`config.mk`:
```
export PLATFORM = sky130hd
export DESIGN_NAME = gyro_scale_and_bias_removal
export DESIGN_NICKNAME = d
export VERILOG_FILES = /design/src/hdl/gsb_pkg.sv /design/src/hdl/gsb_serial_mul.sv /design/src/hdl/gsb_apb_regs.sv /design/src/hdl/gyro_scale_and_bias_removal.sv
export SDC_FILE = /design/constraint.sdc
export NUM_CORES = 1
export LEC_CHECK = 0
export BUFFER_PORTS_ARGS = -buffer_cell sky130_fd_sc_hd__buf_2
export CELL_PAD_IN_SITES_DETAIL_PLACEMENT = 0
export CELL_PAD_IN_SITES_GLOBAL_PLACEMENT = 1
export CORE_ASPECT_RATIO = 2
export CORE_UTILIZATION = 45
export CTS_CLUSTER_DIAMETER = 100
export DETAILED_ROUTE_END_ITERATION = 6
export HOLD_SLACK_MARGIN = 0.08
export PLACE_DENSITY_LB_ADDON = 0.1
export SETUP_SLACK_MARGIN = 0.02
export SKIP_LAST_GASP = 1
export SYNTH_ARGS = -nofsm -noshare
export SYNTH_HDL_FRONTEND = slang
export SYNTH_HIERARCHICAL = 1
export SYNTH_SLANG_ARGS = --single-unit
```
`constraint.sdc`:
```
create_clock -name clk_i -period 15.65 [get_ports clk_i]
set_input_delay 3.13 -clock clk_i [delete_from_list [all_inputs] [get_ports clk_i]]
set_output_delay 3.13 -clock clk_i [all_outputs]
set_load 0.02 [all_outputs]
```
`src/hdl/gsb_pkg.sv`:
```
// ----------------------------------------------------------------------------
// gsb_pkg: shared types and constants for the gyro scale and bias removal
// Field widths, fixed-point scale factors, state codes and register codes.
// ----------------------------------------------------------------------------
package gsb_pkg;

  // Field widths
  localparam int COUNT_W = 16;
  localparam int TEMP_W  = 8;
  localparam int RATE_W  = 32;
  localparam int CENTI_W = 16;
  localparam int RANGE_W = 2;
  localparam int TOFF_W  = 7;

  // Datapath widths
  localparam int K_W     = 31;  // Q40 scale factor, unsigned
  localparam int BIAS_W  = 48;  // Q36 bias estimate, signed
  localparam int DIFF_W  = BIAS_W + 1;
  localparam int MUL_A_W = DIFF_W;
  localparam int MUL_B_W = 20;

  localparam int AXES    = 3;
  localparam int AXIS_W  = 2;

  // Bus widths
  localparam int APB_ADDR_W = 3;
  localparam int APB_DATA_W = 32;

  // Moving average gain, about 1e-4 in units of 2^-32
  localparam logic [MUL_B_W-1:0] EMA_GAIN = MUL_B_W'(429497);

  // Rounding constant for the Q36 to Q24 step
  localparam logic [DIFF_W-1:0] RATE_ROUND = DIFF_W'(2048);

  // Pi in Q40, and rad/s per digit in Q40 for each full scale range
  localparam logic [63:0] PI_Q40    = 64'h3243F6A8885A308D >> 20;
  localparam logic [63:0] RATE_DIV  = 64'd18000000;
  localparam logic [63:0] K_250_W   = (64'd875 * PI_Q40 + RATE_DIV / 2) / RATE_DIV;
  localparam logic [63:0] K_500_W   = (64'd1750 * PI_Q40 + RATE_DIV / 2) / RATE_DIV;
  localparam logic [63:0] K_2000_W  = (64'd7000 * PI_Q40 + RATE_DIV / 2) / RATE_DIV;
  localparam logic [K_W-1:0] K_250  = K_250_W[K_W-1:0];
  localparam logic [K_W-1:0] K_500  = K_500_W[K_W-1:0];
  localparam logic [K_W-1:0] K_2000 = K_2000_W[K_W-1:0];

  // Range codes
  localparam logic [RANGE_W-1:0] RANGE_250  = 2'd0;
  localparam logic [RANGE_W-1:0] RANGE_500  = 2'd1;
  localparam logic [RANGE_W-1:0] RANGE_2000 = 2'd2;

  // Register reset values
  localparam logic [RANGE_W-1:0] RANGE_RST = RANGE_500;
  localparam logic [TOFF_W-1:0]  TOFF_RST  = 7'd25;

  // Register map (index taken from paddr bit 2)
  typedef enum logic {
    REG_RANGE       = 1'b0,
    REG_TEMP_OFFSET = 1'b1
  } gsb_reg_e;

  // Sequencer states
  typedef enum logic [2:0] {
    ST_IDLE,
    ST_SCALE_START,
    ST_SCALE_RUN,
    ST_GAIN_START,
    ST_GAIN_RUN,
    ST_DONE
  } gsb_state_e;

  // Configuration handed from the register block to the datapath
  typedef struct packed {
    logic [RANGE_W-1:0] range_sel;
    logic [TOFF_W-1:0]  temp_offset;
  } gsb_cfg_t;

  // Pick the scale factor; the unused range code falls back to 500 dps
  function automatic logic [K_W-1:0] scale_k(input logic [RANGE_W-1:0] range_sel);
    logic [K_W-1:0] k;
    case (range_sel)
      RANGE_250:  k = K_250;
      RANGE_2000: k = K_2000;
      default:    k = K_500;
    endcase
    return k;
  endfunction

endpackage

```
`src/hdl/gsb_serial_mul.sv`:
```
// ----------------------------------------------------------------------------
// gsb_serial_mul: bit-serial signed multiplier
// Takes one multiplier bit per cycle, LSB first, and shifts the partial
// product right; the full product is {hi_o, lo_o} once done_o pulses.
// ----------------------------------------------------------------------------
module gsb_serial_mul #(
  parameter int A_W = gsb_pkg::MUL_A_W,
  parameter int B_W = gsb_pkg::MUL_B_W
) (
  input  logic                  clk_i,
  input  logic                  rst_ni,
  input  logic                  start_i,
  input  logic signed [A_W-1:0] a_i,
  input  logic signed [B_W-1:0] b_i,
  output logic                  busy_o,
  output logic                  done_o,
  output logic signed [A_W-1:0] hi_o,
  output logic [B_W-1:0]        lo_o
);

  localparam int CNT_W = $clog2(B_W);

  logic                  busy_q;
  logic                  done_q;
  logic [CNT_W-1:0]      cnt_q;
  logic signed [A_W-1:0] acc_q;
  logic signed [A_W-1:0] a_q;
  logic [B_W-1:0]        b_q;
  logic [B_W-1:0]        lo_q;

  logic                  last;
  logic signed [A_W:0]   a_ext;
  logic signed [A_W:0]   addend;
  logic signed [A_W:0]   sum;

  // Add or, for the sign bit of the multiplier, subtract the multiplicand
  always_comb begin
    last   = (cnt_q == CNT_W'(B_W - 1));
    a_ext  = {a_q[A_W-1], a_q};
    addend = '0;
    if (b_q[0]) begin
      addend = last ? -a_ext : a_ext;
    end
    sum = {acc_q[A_W-1], acc_q} + addend;
  end

  // Step control
  always_ff @(posedge clk_i or negedge rst_ni) begin
    if (!rst_ni) begin
      busy_q <= 1'b0;
      done_q <= 1'b0;
      cnt_q  <= '0;
    end else begin
      done_q <= busy_q & last;
      if (start_i) begin
        busy_q <= 1'b1;
        cnt_q  <= '0;
      end else if (busy_q) begin
        cnt_q <= cnt_q + CNT_W'(1);
        if (last) begin
          busy_q <= 1'b0;
        end
      end
    end
  end

  // Shift the partial product right; dropped bits form the low word
  always_ff @(posedge clk_i) begin
    if (start_i) begin
      acc_q <= '0;
      a_q   <= a_i;
      b_q   <= b_i;
      lo_q  <= '0;
    end else if (busy_q) begin
      acc_q <= sum[A_W:1];
      lo_q  <= {sum[0], lo_q[B_W-1:1]};
      b_q   <= {1'b0, b_q[B_W-1:1]};
    end
  end

  assign busy_o = busy_q;
  assign done_o = done_q;
  assign hi_o   = acc_q;
  assign lo_o   = lo_q;

endmodule

```
`src/hdl/gsb_apb_regs.sv`:
```
// ----------------------------------------------------------------------------
// gsb_apb_regs: configuration registers on an APB-style port
// Holds the full scale range and the temperature reference.
// ----------------------------------------------------------------------------
module gsb_apb_regs (
  input  logic                            clk_i,
  input  logic                            rst_ni,
  input  logic                            psel,
  input  logic                            penable,
  input  logic                            pwrite,
  input  logic [gsb_pkg::APB_ADDR_W-1:0]  paddr,
  input  logic [gsb_pkg::APB_DATA_W-1:0]  pwdata,
  output logic [gsb_pkg::APB_DATA_W-1:0]  prdata,
  output logic                            pready,
  output gsb_pkg::gsb_cfg_t               cfg_o
);

  logic [gsb_pkg::RANGE_W-1:0] range_q;
  logic [gsb_pkg::TOFF_W-1:0]  toff_q;
  gsb_pkg::gsb_reg_e           reg_idx;
  logic                        wr_en;

  assign reg_idx = gsb_pkg::gsb_reg_e'(paddr[2]);
  assign wr_en   = psel & penable & pwrite;
  assign pready  = 1'b1;

  // Write on the access cycle, keep the low bits of the word
  always_ff @(posedge clk_i or negedge rst_ni) begin
    if (!rst_ni) begin
      range_q <= gsb_pkg::RANGE_RST;
      toff_q  <= gsb_pkg::TOFF_RST;
    end else if (wr_en) begin
      unique case (reg_idx)
        gsb_pkg::REG_RANGE:       range_q <= pwdata[gsb_pkg::RANGE_W-1:0];
        gsb_pkg::REG_TEMP_OFFSET: toff_q  <= pwdata[gsb_pkg::TOFF_W-1:0];
        default:                  ;
      endcase
    end
  end

  // Read back
  always_comb begin
    prdata = '0;
    unique case (reg_idx)
      gsb_pkg::REG_RANGE:       prdata = gsb_pkg::APB_DATA_W'(range_q);
      gsb_pkg::REG_TEMP_OFFSET: prdata = gsb_pkg::APB_DATA_W'(toff_q);
      default:                  prdata = '0;
    endcase
  end

  assign cfg_o.range_sel   = range_q;
  assign cfg_o.temp_offset = toff_q;

endmodule

```
`src/hdl/gyro_scale_and_bias_removal.sv`:
```
// ----------------------------------------------------------------------------
// gyro_scale_and_bias_removal: gyro rate scaling with moving-average bias
// Scales three axis counts to Q7.24 rad/s, tracks and removes a per-axis
// bias, and converts the temperature byte to hundredths of a degree.
// ----------------------------------------------------------------------------
// One sample is taken at a time. For each of the three axes the block runs
// one 20-step multiply of the count by the range scale factor and one 20-step
// multiply of the bias error by the averaging gain, both on a single shared
// bit-serial multiplier. Each multiply is a start state, 20 steps and a done
// pulse; after the last axis the result is loaded into the output register
// once that register is free. The finished word sits in that output register,
// so the next sample can be accepted from the cycle after the load, while the
// word waits to be taken. The bias estimates reset to zero; configuration writes
// should be made while no sample is in flight.
module gyro_scale_and_bias_removal (
  input  logic                                   clk_i,
  input  logic                                   rst_ni,
  // Sample channel
  input  logic                                   in_valid_i,
  output logic                                   in_stall_o,
  input  logic signed [gsb_pkg::COUNT_W-1:0]     x_count_i,
  input  logic signed [gsb_pkg::COUNT_W-1:0]     y_count_i,
  input  logic signed [gsb_pkg::COUNT_W-1:0]     z_count_i,
  input  logic signed [gsb_pkg::TEMP_W-1:0]      temp_count_i,
  // Result channel
  output logic                                   out_valid_o,
  input  logic                                   out_stall_i,
  output logic signed [gsb_pkg::RATE_W-1:0]      x_rate_o,
  output logic signed [gsb_pkg::RATE_W-1:0]      y_rate_o,
  output logic signed [gsb_pkg::RATE_W-1:0]      z_rate_o,
  output logic signed [gsb_pkg::CENTI_W-1:0]     temp_centi_o,
  // Configuration port
  input  logic                                   psel,
  input  logic                                   penable,
  input  logic                                   pwrite,
  input  logic [gsb_pkg::APB_ADDR_W-1:0]         paddr,
  input  logic [gsb_pkg::APB_DATA_W-1:0]         pwdata,
  output logic [gsb_pkg::APB_DATA_W-1:0]         prdata,
  output logic                                   pready
);

  localparam int AW = gsb_pkg::MUL_A_W;
  localparam int BW = gsb_pkg::MUL_B_W;

  gsb_pkg::gsb_cfg_t   cfg;
  gsb_pkg::gsb_state_e state_q, state_d;

  logic [gsb_pkg::AXIS_W-1:0]         axis_q;
  logic signed [gsb_pkg::COUNT_W-1:0] count_q [gsb_pkg::AXES];
  logic signed [gsb_pkg::TEMP_W-1:0]  temp_q;
  logic signed [gsb_pkg::BIAS_W-1:0]  bias_q  [gsb_pkg::AXES];
  logic signed [gsb_pkg::BIAS_W-1:0]  scaled_q;
  logic signed [gsb_pkg::RATE_W-1:0]  rate_q  [gsb_pkg::AXES];

  logic                               out_valid_q;
  logic signed [gsb_pkg::RATE_W-1:0]  x_rate_q, y_rate_q, z_rate_q;
  logic signed [gsb_pkg::CENTI_W-1:0] temp_centi_q;

  // Sequencer outputs
  logic in_accept;
  logic mul_start;
  logic mul_sel_gain;
  logic scale_we;
  logic axis_we;
  logic axis_clr;
  logic out_load;

  // Multiplier
  logic signed [AW-1:0] mul_a;
  logic signed [BW-1:0] mul_b;
  logic                 mul_busy;
  logic                 mul_done;
  logic signed [AW-1:0] mul_hi;
  logic [BW-1:0]        mul_lo;

  // Datapath
  logic [gsb_pkg::K_W-1:0]           scale_k;
  logic signed [gsb_pkg::BIAS_W-1:0] bias_cur;
  logic signed [AW-1:0]              bias_err;
  logic signed [AW-1:0]              bias_inc;
  logic signed [gsb_pkg::BIAS_W-1:0] bias_new;
  logic signed [AW-1:0]              rate_diff;
  logic signed [AW-1:0]              rate_rnd;
  logic signed [9:0]                 temp_diff;
  logic signed [gsb_pkg::CENTI_W-1:0] temp_ext;
  logic signed [gsb_pkg::CENTI_W-1:0] temp_centi;

  gsb_apb_regs u_regs (
    .clk_i   (clk_i),
    .rst_ni  (rst_ni),
    .psel    (psel),
    .penable (penable),
    .pwrite  (pwrite),
    .paddr   (paddr),
    .pwdata  (pwdata),
    .prdata  (prdata),
    .pready  (pready),
    .cfg_o   (cfg)
  );

  gsb_serial_mul #(
    .A_W (AW),
    .B_W (BW)
  ) u_mul (
    .clk_i   (clk_i),
    .rst_ni  (rst_ni),
    .start_i (mul_start),
    .a_i     (mul_a),
    .b_i     (mul_b),
    .busy_o  (mul_busy),
    .done_o  (mul_done),
    .hi_o    (mul_hi),
    .lo_o    (mul_lo)
  );

  // Operand select: count times scale, then bias error times gain
  always_comb begin
    scale_k  = gsb_pkg::scale_k(cfg.range_sel);
    bias_cur = bias_q[axis_q];
    bias_err = {scaled_q[gsb_pkg::BIAS_W-1], scaled_q}
             - {bias_cur[gsb_pkg::BIAS_W-1], bias_cur};
    if (mul_sel_gain) begin
      mul_a = bias_err;
      mul_b = gsb_pkg::EMA_GAIN;
    end else begin
      mul_a = AW'(scale_k);
      mul_b = BW'(count_q[axis_q]);
    end
  end

  // Bias update, then Q36 to Q24 with round half up
  always_comb begin
    bias_inc  = mul_hi >>> 12;
    bias_new  = bias_cur + bias_inc[gsb_pkg::BIAS_W-1:0];
    rate_diff = {scaled_q[gsb_pkg::BIAS_W-1], scaled_q}
              - {bias_new[gsb_pkg::BIAS_W-1], bias_new};
    rate_rnd  = rate_diff + gsb_pkg::RATE_ROUND;
  end

  // Temperature: (reference - raw) * 100 as shifts and adds
  always_comb begin
    temp_diff  = $signed({3'b000, cfg.temp_offset}) - 10'(temp_q);
    temp_ext   = gsb_pkg::CENTI_W'(temp_diff);
    temp_centi = (temp_ext <<< 6) + (temp_ext <<< 5) + (temp_ext <<< 2);
  end

  // Sequencer: next state and controls
  always_comb begin
    state_d      = state_q;
    in_stall_o   = 1'b1;
    in_accept    = 1'b0;
    mul_start    = 1'b0;
    mul_sel_gain = 1'b0;
    scale_we     = 1'b0;
    axis_we      = 1'b0;
    axis_clr     = 1'b0;
    out_load     = 1'b0;
    unique case (state_q)
      gsb_pkg::ST_IDLE: begin
        in_stall_o = 1'b0;
        if (in_valid_i) begin
          in_accept = 1'b1;
          axis_clr  = 1'b1;
          state_d   = gsb_pkg::ST_SCALE_START;
        end
      end
      gsb_pkg::ST_SCALE_START: begin
        mul_start = 1'b1;
        state_d   = gsb_pkg::ST_SCALE_RUN;
      end
      gsb_pkg::ST_SCALE_RUN: begin
        if (mul_done) begin
          scale_we = 1'b1;
          state_d  = gsb_pkg::ST_GAIN_START;
        end
      end
      gsb_pkg::ST_GAIN_START: begin
        mul_sel_gain = 1'b1;
        mul_start    = 1'b1;
        state_d      = gsb_pkg::ST_GAIN_RUN;
      end
      gsb_pkg::ST_GAIN_RUN: begin
        mul_sel_gain = 1'b1;
        if (mul_done) begin
          axis_we = 1'b1;
          if (axis_q == gsb_pkg::AXIS_W'(gsb_pkg::AXES - 1)) begin
            state_d = gsb_pkg::ST_DONE;
          end else begin
            state_d = gsb_pkg::ST_SCALE_START;
          end
        end
      end
      gsb_pkg::ST_DONE: begin
        if (!out_valid_q || !out_stall_i) begin
          out_load = 1'b1;
          state_d  = gsb_pkg::ST_IDLE;
        end
      end
      default: state_d = gsb_pkg::ST_IDLE;
    endcase
  end

  // State, axis counter and bias estimates
  always_ff @(posedge clk_i or negedge rst_ni) begin
    if (!rst_ni) begin
      state_q <= gsb_pkg::ST_IDLE;
      axis_q  <= '0;
      for (int i = 0; i < gsb_pkg::AXES; i++) begin
        bias_q[i] <= '0;
      end
    end else begin
      state_q <= state_d;
      if (axis_clr) begin
        axis_q <= '0;
      end else if (axis_we) begin
        bias_q[axis_q] <= bias_new;
        // Wrap back to the first axis after the last one
        if (axis_q == gsb_pkg::AXIS_W'(gsb_pkg::AXES - 1)) begin
          axis_q <= '0;
        end else begin
          axis_q <= axis_q + gsb_pkg::AXIS_W'(1);
        end
      end
    end
  end

  // Capture the sample, the scaled rate and each corrected rate
  always_ff @(posedge clk_i) begin
    if (in_accept) begin
      count_q[0] <= x_count_i;
      count_q[1] <= y_count_i;
      count_q[2] <= z_count_i;
      temp_q     <= temp_count_i;
    end
    if (scale_we) begin
      scaled_q <= {mul_hi[gsb_pkg::BIAS_W-BW+3:0], mul_lo[BW-1:4]};
    end
    if (axis_we) begin
      rate_q[axis_q] <= rate_rnd[gsb_pkg::RATE_W+11:12];
    end
  end

  // Output word valid
  always_ff @(posedge clk_i or negedge rst_ni) begin
    if (!rst_ni) begin
      out_valid_q <= 1'b0;
    end else if (out_load) begin
      out_valid_q <= 1'b1;
    end else if (!out_stall_i) begin
      out_valid_q <= 1'b0;
    end
  end

  // Output word payload
  always_ff @(posedge clk_i) begin
    if (out_load) begin
      x_rate_q     <= rate_q[0];
      y_rate_q     <= rate_q[1];
      z_rate_q     <= rate_q[2];
      temp_centi_q <= temp_centi;
    end
  end

  assign out_valid_o  = out_valid_q;
  assign x_rate_o     = x_rate_q;
  assign y_rate_o     = y_rate_q;
  assign z_rate_o     = z_rate_q;
  assign temp_centi_o = temp_centi_q;

  // Never restart the multiplier in the middle of a product
  a_mul_no_overlap: assert property (@(posedge clk_i) disable iff (!rst_ni)
    mul_start |-> !mul_busy)
    else $error("multiplier started while busy");

  // A finished product only arrives while the sequencer waits for one
  a_mul_done_state: assert property (@(posedge clk_i) disable iff (!rst_ni)
    mul_done |-> (state_q == gsb_pkg::ST_SCALE_RUN || state_q == gsb_pkg::ST_GAIN_RUN))
    else $error("multiplier done outside a wait state");

  // Axis counter stays on a real axis
  a_axis_range: assert property (@(posedge clk_i) disable iff (!rst_ni)
    axis_q != gsb_pkg::AXIS_W'(gsb_pkg::AXES))
    else $error("axis counter out of range");

  // A new word is loaded only when the previous one has left
  a_out_no_overwrite: assert property (@(posedge clk_i) disable iff (!rst_ni)
    (out_valid_q && out_stall_i) |=> !$fell(out_valid_q) && $stable(x_rate_q))
    else $error("pending output word overwritten");

endmodule
```
==> impl_metrics.yaml, run 1 <==
placed_design:
  place.gp.congestion: 0.926
  place_area_sq_um: 36600
  portBuffers: 189
  dp_hpwl_um: 73000
sta:
  period_minus_slack_ns: 8.53
  setup-violations-final: 0
  slew_viol_final: 0
  hold_viol: 0
  skew_ns: 0.0154
  fmax_mhz: 117
  slew_headroom_pct: 29.0
  worstMarginPinSlew_ns: 1.06
  min_period_over_period_pct: 54.5
  fin_tns_setup_ns: 0
  rsz0062_at_grt: "no"
cells_and_area:
  fin_area_sq_um: 38600
  fin_nets: 3873
  fillers: 7022
  drive_above_1_share_pct: 11.3
  area_growth_pct: 11.1
setup_path:
  cp_top_family: "compound AO/OA/AOI/OAI gates"
  crit_slowest_cell: "a221oi_2"
  cp.required_ns: 16.07
  cp.arrival_ns: 8.95
  worst-path-stages: 28
  crit_top_cell: "a211oi_1"
  startpoint_type: "flop"
  r2r_cells: 28
  criticalPathCategory: "flop to flop"
  rrSetupSlack_ns: 7.12
  cp-end-kind: "flop"
  critPathMaxStageDelay_ns: 0.66
  critPathBufInv: 5
  crit_path_max_fanout: 23
floorplan:
  rows: 143
  die-area_sq_um: 78300
  die_h_um: 395
  core_area_sq_um: 76200
  chipWidth_um: 198
  io_pins: 245
  start_util_pct: 45.5
global_route:
  grt_start_max_net_pins: 90
  grt_pass1_vias: 26000
  antenna_found_initial: 1
  grt_pass1_wl_um: 146000
  grt.total_usage_pct: 24.5
  gr-total-overflow: 0
clock_network:
  cts_made_buffers: 57
  postCtsHoldBufs: 0
  clock-sinks: 610
  root_buffer: "clkbuf_16"
  htreeDepth: 2
  cts_tree: "done"
  post_cts_buffers: 0
  cts_buffer_depth: 3
  clkTransAtPathRegs_ns: 0.07
  clk_latency_ns: 0.64
  cts_resized: 0
power_and_ir_drop:
  powerDensity_nw_per_um2: 177
  ir_drop_v: 0.000104
  power_leakage_nw: 16.4
logic_synthesis:
  syn_inst: 3373
  syn_area_sq_um: 34700
  synth_warnings: 6
  avgSynthCellArea_sq_um: 10.3
routing:
  drt_iter0_markers: 1459
  antenna_left: 0
  wire_per_inst_um: 20.7
  drc_errors: 0
  num_vias: 25600
  firstDrtPassIters: 5
  routed_via_density: 5.59
  drt_wl_total_um: 94900
outcome:
  status: "finished clean"
hold_path:
  min_path_type: "flop to flop"
  hold_depth: 0
flow_run:
  max_cap_viol_count: 0
-- state kept, by name, summed over array words and instances (netlist names), 2 cells and up --
name / count
x_rate_o: 32
u_mul/lo_o: 16
count_q: 48
u_regs/toff_q: 7
axis_q: 2
u_regs/range_q: 2
u_mul/a_q: 49
bias_q: 144
rate_q: 96
u_mul/hi_o: 49
scaled_q: 48
state_q: 3
temp_centi_o: 14
u_mul/b_q: 20
temp_q: 8
z_rate_o: 32
u_mul/cnt_q: 5
y_rate_o: 32
-- worst register-to-register path: cells and delay by family, from the launching register on --
| kind | cells | cell delay (ns) |
|---|---|---|
| simple gates | 5 | 1.10 |
| compound gates | 13 | 3.96 |
| flops | 1 | 0.34 |
| fa+ha+maj | 3 | 0.80 |
| xor+xnor | 2 | 0.50 |
| buf+inv | 5 | 1.63 |
-- path summary, 6_finish.rpt --
| path | end | startpoint |
|---|---|---|
| min in group asynchronous | u_mul/cnt_q[0] | rst_ni |
| worst min-delay path | y_rate_o[22] | rate_q[1][22] |
| worst max register to register | rate_q[1][31] | axis_q[1] |
| worst min register to register | y_rate_o[22] | rate_q[1][22] |
| max in group asynchronous | bias_q[51] | rst_ni |
| worst max-delay path | rate_q[1][31] | axis_q[1] |
-- where the power goes --
group          internal (mW)  switching, mW
sequential              2.17          0.289
combinational           1.16           1.78
clock                  0.791          0.635
total                   4.12           2.70
-- cells in the final DEF (no fill, tap or decap), types with 29 or more instances in the layout --
master     count
o21bai_1      29
inv_1        163
dfrtp_1      159
and2_1        66
edfxtp_1     379
ha_1         245
mux2_2        38
nor2_1       253
nand3_1       52
xor2_1        80
clkbuf_16     57
nor3_1        41
nand2_1      321
nand4_1       33
xnor2_1      119
a21o_1       101
mux2i_1      103
dfxtp_1       65
buf_2        188
a21oi_1      277
o21ai_0      277
-- through the flow --
stage | power [mW] | hold WS, ns | instances | util [%] | worst slack (ns)
6_report | 6.83 | 0.416 | 4582 | 50.6 | 7.12
5_1_grt | 7.30 | 0.422 | 4581 | 50.6 | 6.56
4_1_cts | 6.88 | 0.418 | 4581 | 50.6 | 7.02
3_5_place_dp | 5.42 | 0.405 | 4474 | 48.1 | 7.04
3_3_place_gp | 5.35 | 0.402 | 4474 | 48.1 | 7.10
2_1_floorplan | 4.58 | 0.400 | 3398 | - | 6.58
-- layer usage --
layer  GRT usage, %  wire, um  vias to the layer above
met5              0        13                        -
met4           10.2      4060                        2
met3           2.52      3080                      172
li1               -         -                    12400
met1           25.9     36000                    12400
met2           47.8     51700                      603
-- layout make-up --
class	instances	area, sq um	area share [%]
clock inverters	34	368	0.954
well taps	1015	1270	3.29
diodes	1	2.50	0.00649
clock buffers	73	1550	4.01
multi-input cells	2462	16700	43.3
flip-flops and latches	610	16800	43.7
repair buffers	219	1200	3.12
inverters	168	631	1.64
No activity file was read; power rests on OpenSTA's default activity.
==> inputs of run 2 (changes only) <==
--- a/config.mk
+++ b/config.mk
@@ -5,6 +5,7 @@
 export SDC_FILE = /design/constraint.sdc
 export NUM_CORES = 1
 export LEC_CHECK = 0
+export ABC_AREA = 1
 export BUFFER_PORTS_ARGS = -buffer_cell sky130_fd_sc_hd__buf_2
 export CELL_PAD_IN_SITES_DETAIL_PLACEMENT = 0
 export CELL_PAD_IN_SITES_GLOBAL_PLACEMENT = 1
==> constraint.sdc (replaced) <==
create_clock -name clk_i -period 8.5 [get_ports clk_i]
set_input_delay 1.7 -clock clk_i [delete_from_list [all_inputs] [get_ports clk_i]]
set_output_delay 1.7 -clock clk_i [all_outputs]
set_load 0.02 [all_outputs]
==> run 2 against run 1 <==
  * The flow now finishes with violations (design-rule violations, max-capacitance violations)
  * Critical endpoint is now rate_q[2][26]
  * Synthesized area rose by 12%
  * Maximum frequency rose by 15%
  * Routed wire length rose by 64%
==> impl_metrics.yaml, run 2 <==
outcome:
  status: "finished, violations left"
  violations: "design-rule violations, max-capacitance violations"
routing:
  firstDrtPassIters: 7
  drt_wl_total_um: 156000
  drc_errors: 5
  drt_iter0_markers: 1979
  antenna_left: 0
  routed_via_density: 5.45
  wire_per_inst_um: 24.4
  num_vias: 34900
global_route:
  use_met3_pct: 7.37
  grt.total_usage_pct: 35.8
  met1_usage_pct: 29.0
  antenna_found_initial: 13
  globalRouteMet2Util_pct: 66.7
  grt_pass1_vias: 35600
  grt_start_max_net_pins: 79
  gr-total-overflow: 0
  busiest_layer: "met2"
  grt_pass1_wl_um: 223000
power_and_ir_drop:
  powerDensity_nw_per_um2: 145
  ir_drop_v: 0.000227
  p_switching_mw: 1.52
  p_comb_share_pct: 7.0
  internal_power_mw: 4.74
  p_sw_share_pct: 24.3
  power_leakage_nw: 20.4
  p_total_mw: 6.25
  power_frac_clock_pct: 42.1
  p_seq_share_pct: 50.8
clock_network:
  clk_latency_ns: 0.69
  htreeDepth: 2
  clkTransAtPathRegs_ns: 0.07
  cts_made_buffers: 57
  cts_tree: "done"
  root_buffer: "clkbuf_16"
  postCtsHoldBufs: 0
  clock-sinks: 610
  cts_buffer_depth: 3
  post_cts_buffers: 0
  cts_resized: 0
cells_and_area:
  area_growth_pct: 10.7
  layout_commonest_cell: "nand2_1"
  drive_above_1_share_pct: 8.17
  reg_top3: "bias_q: 144 flops, rate_q: 96 flops"
  final_cell_mix: "nand2_1, inv_1, nor2_1"
  largest_register_ffs: 144
  instances_no_fill: 6400
  fin_nets: 5546
  top_register: "bias_q"
  fin_util_pct: 50.3
logic_synthesis:
  syn_area_sq_um: 39000
  synth_warnings: 6
  avgSynthCellArea_sq_um: 7.79
  syn_inst: 4998
placed_design:
  portBuffers: 189
  place.gp.congestion: 1.01
  dp_hpwl_um: 126000
  place_inst: 6287
setup_path:
  rrSetupSlack_ns: 1.07
  worstSetupEndpoint: "rate_q[2][26]"
  reg2reg_to: "rate_q[2][26]"
  r2r-start: "axis_q[1]"
  r2r_cells: 28
  crit_slowest_cell: "nor4_1"
  startpoint_type: "flop"
  cp.arrival_ns: 7.91
  cp-end-kind: "flop"
  cp.required_ns: 8.98
  crit_path_max_fanout: 21
  critPathMaxStageDelay_ns: 0.82
  criticalPathCategory: "flop to flop"
  cp-startpoint: "axis_q[1]"
  crit_top_cell: "nand2_1"
floorplan:
  chipWidth_um: 210
  die_h_um: 418
  start_util_pct: 45.4
  io_pins: 245
  rows: 152
  die-area_sq_um: 87800
  core_area_sq_um: 85800
hold_path:
  min_path_type: "flop to flop"
sta:
  fmax_mhz: 135
  slew_viol_final: 0
  min_period_over_period_pct: 87.4
  fin_tns_setup_ns: 0
  hold_viol: 0
  slew_headroom_pct: 1.76
  skew_ns: 0.0287
  setup-violations-final: 0
  period_minus_slack_ns: 7.43
  rsz0062_at_grt: "no"
  worstMarginPinSlew_ns: 1.46
flow_run:
  max_cap_viol_count: 1
-- run 2: layout make-up --
| type | count | area (sq um) |
|---|---|---|
| tap | 1155 | 1450 |
| timing repair buffer | 229 | 1280 |
| antenna | 5 | 12.5 |
| inverter | 684 | 2570 |
| fill | 8635 | 42600 |
| sequential | 610 | 16800 |
| clock buffer | 73 | 1550 |
| clock inverter | 35 | 350 |
| multi-input combinational | 3609 | 19100 |
-- run 2: layer usage --
metal / vias to the layer above / share of wire (%)
li1: 16900 / -
met1: 16100 / 30
met2: 1131 / 52
met3: 655 / 5.1
met4: 20 / 13
met5: - / 0.079
-- run 2: worst min path at each step --
stage	end	start	depth (start not counted)
2_1_floorplan	x_rate_o[0]	rate_q[0][0]	0
3_3_place_gp	x_rate_o[20]	rate_q[0][20]	0
3_5_place_dp	x_rate_o[13]	rate_q[0][13]	0
4_1_cts	y_rate_o[11]	rate_q[1][11]	0
5_1_grt	z_rate_o[12]	rate_q[2][12]	0
6_report	y_rate_o[0]	rate_q[1][0]	0
-- run 2: worst max-delay path: cells and delay by family, from the launching register on --
kind                     cells  cell delay [ns]
flip-flops                   1             0.37
XOR/XNOR                     1             0.29
adder cells (fa/ha/maj)      3             1.27
AO/OA/AOI/OAI                4             0.90
AND/OR/NAND/NOR             14             3.11
buffers and inverters        6             1.25
-- run 2: metrics by stage --
stage | hold slack, ns | setup slack (ns) | cell area, sq um
floorplan | 0.400 | 0.861 | 39000
global placement | 0.401 | 1.65 | 41200
detailed placement | 0.405 | 1.63 | 41200
CTS | 0.415 | 1.57 | 43100
global route | 0.420 | 0.725 | 43100
finish | 0.416 | 1.07 | 43100
-- run 2: power groups by stage --
stage          registers, mW  logic, mW  clock network (mW)
2_1_floorplan           3.23      0.327                   0
3_3_place_gp            3.24      0.443                   0
3_5_place_dp            3.24      0.450                   0
4_1_cts                 3.18      0.452                2.68
5_1_grt                 3.18      0.514                2.77
6_report                3.18      0.440                2.63
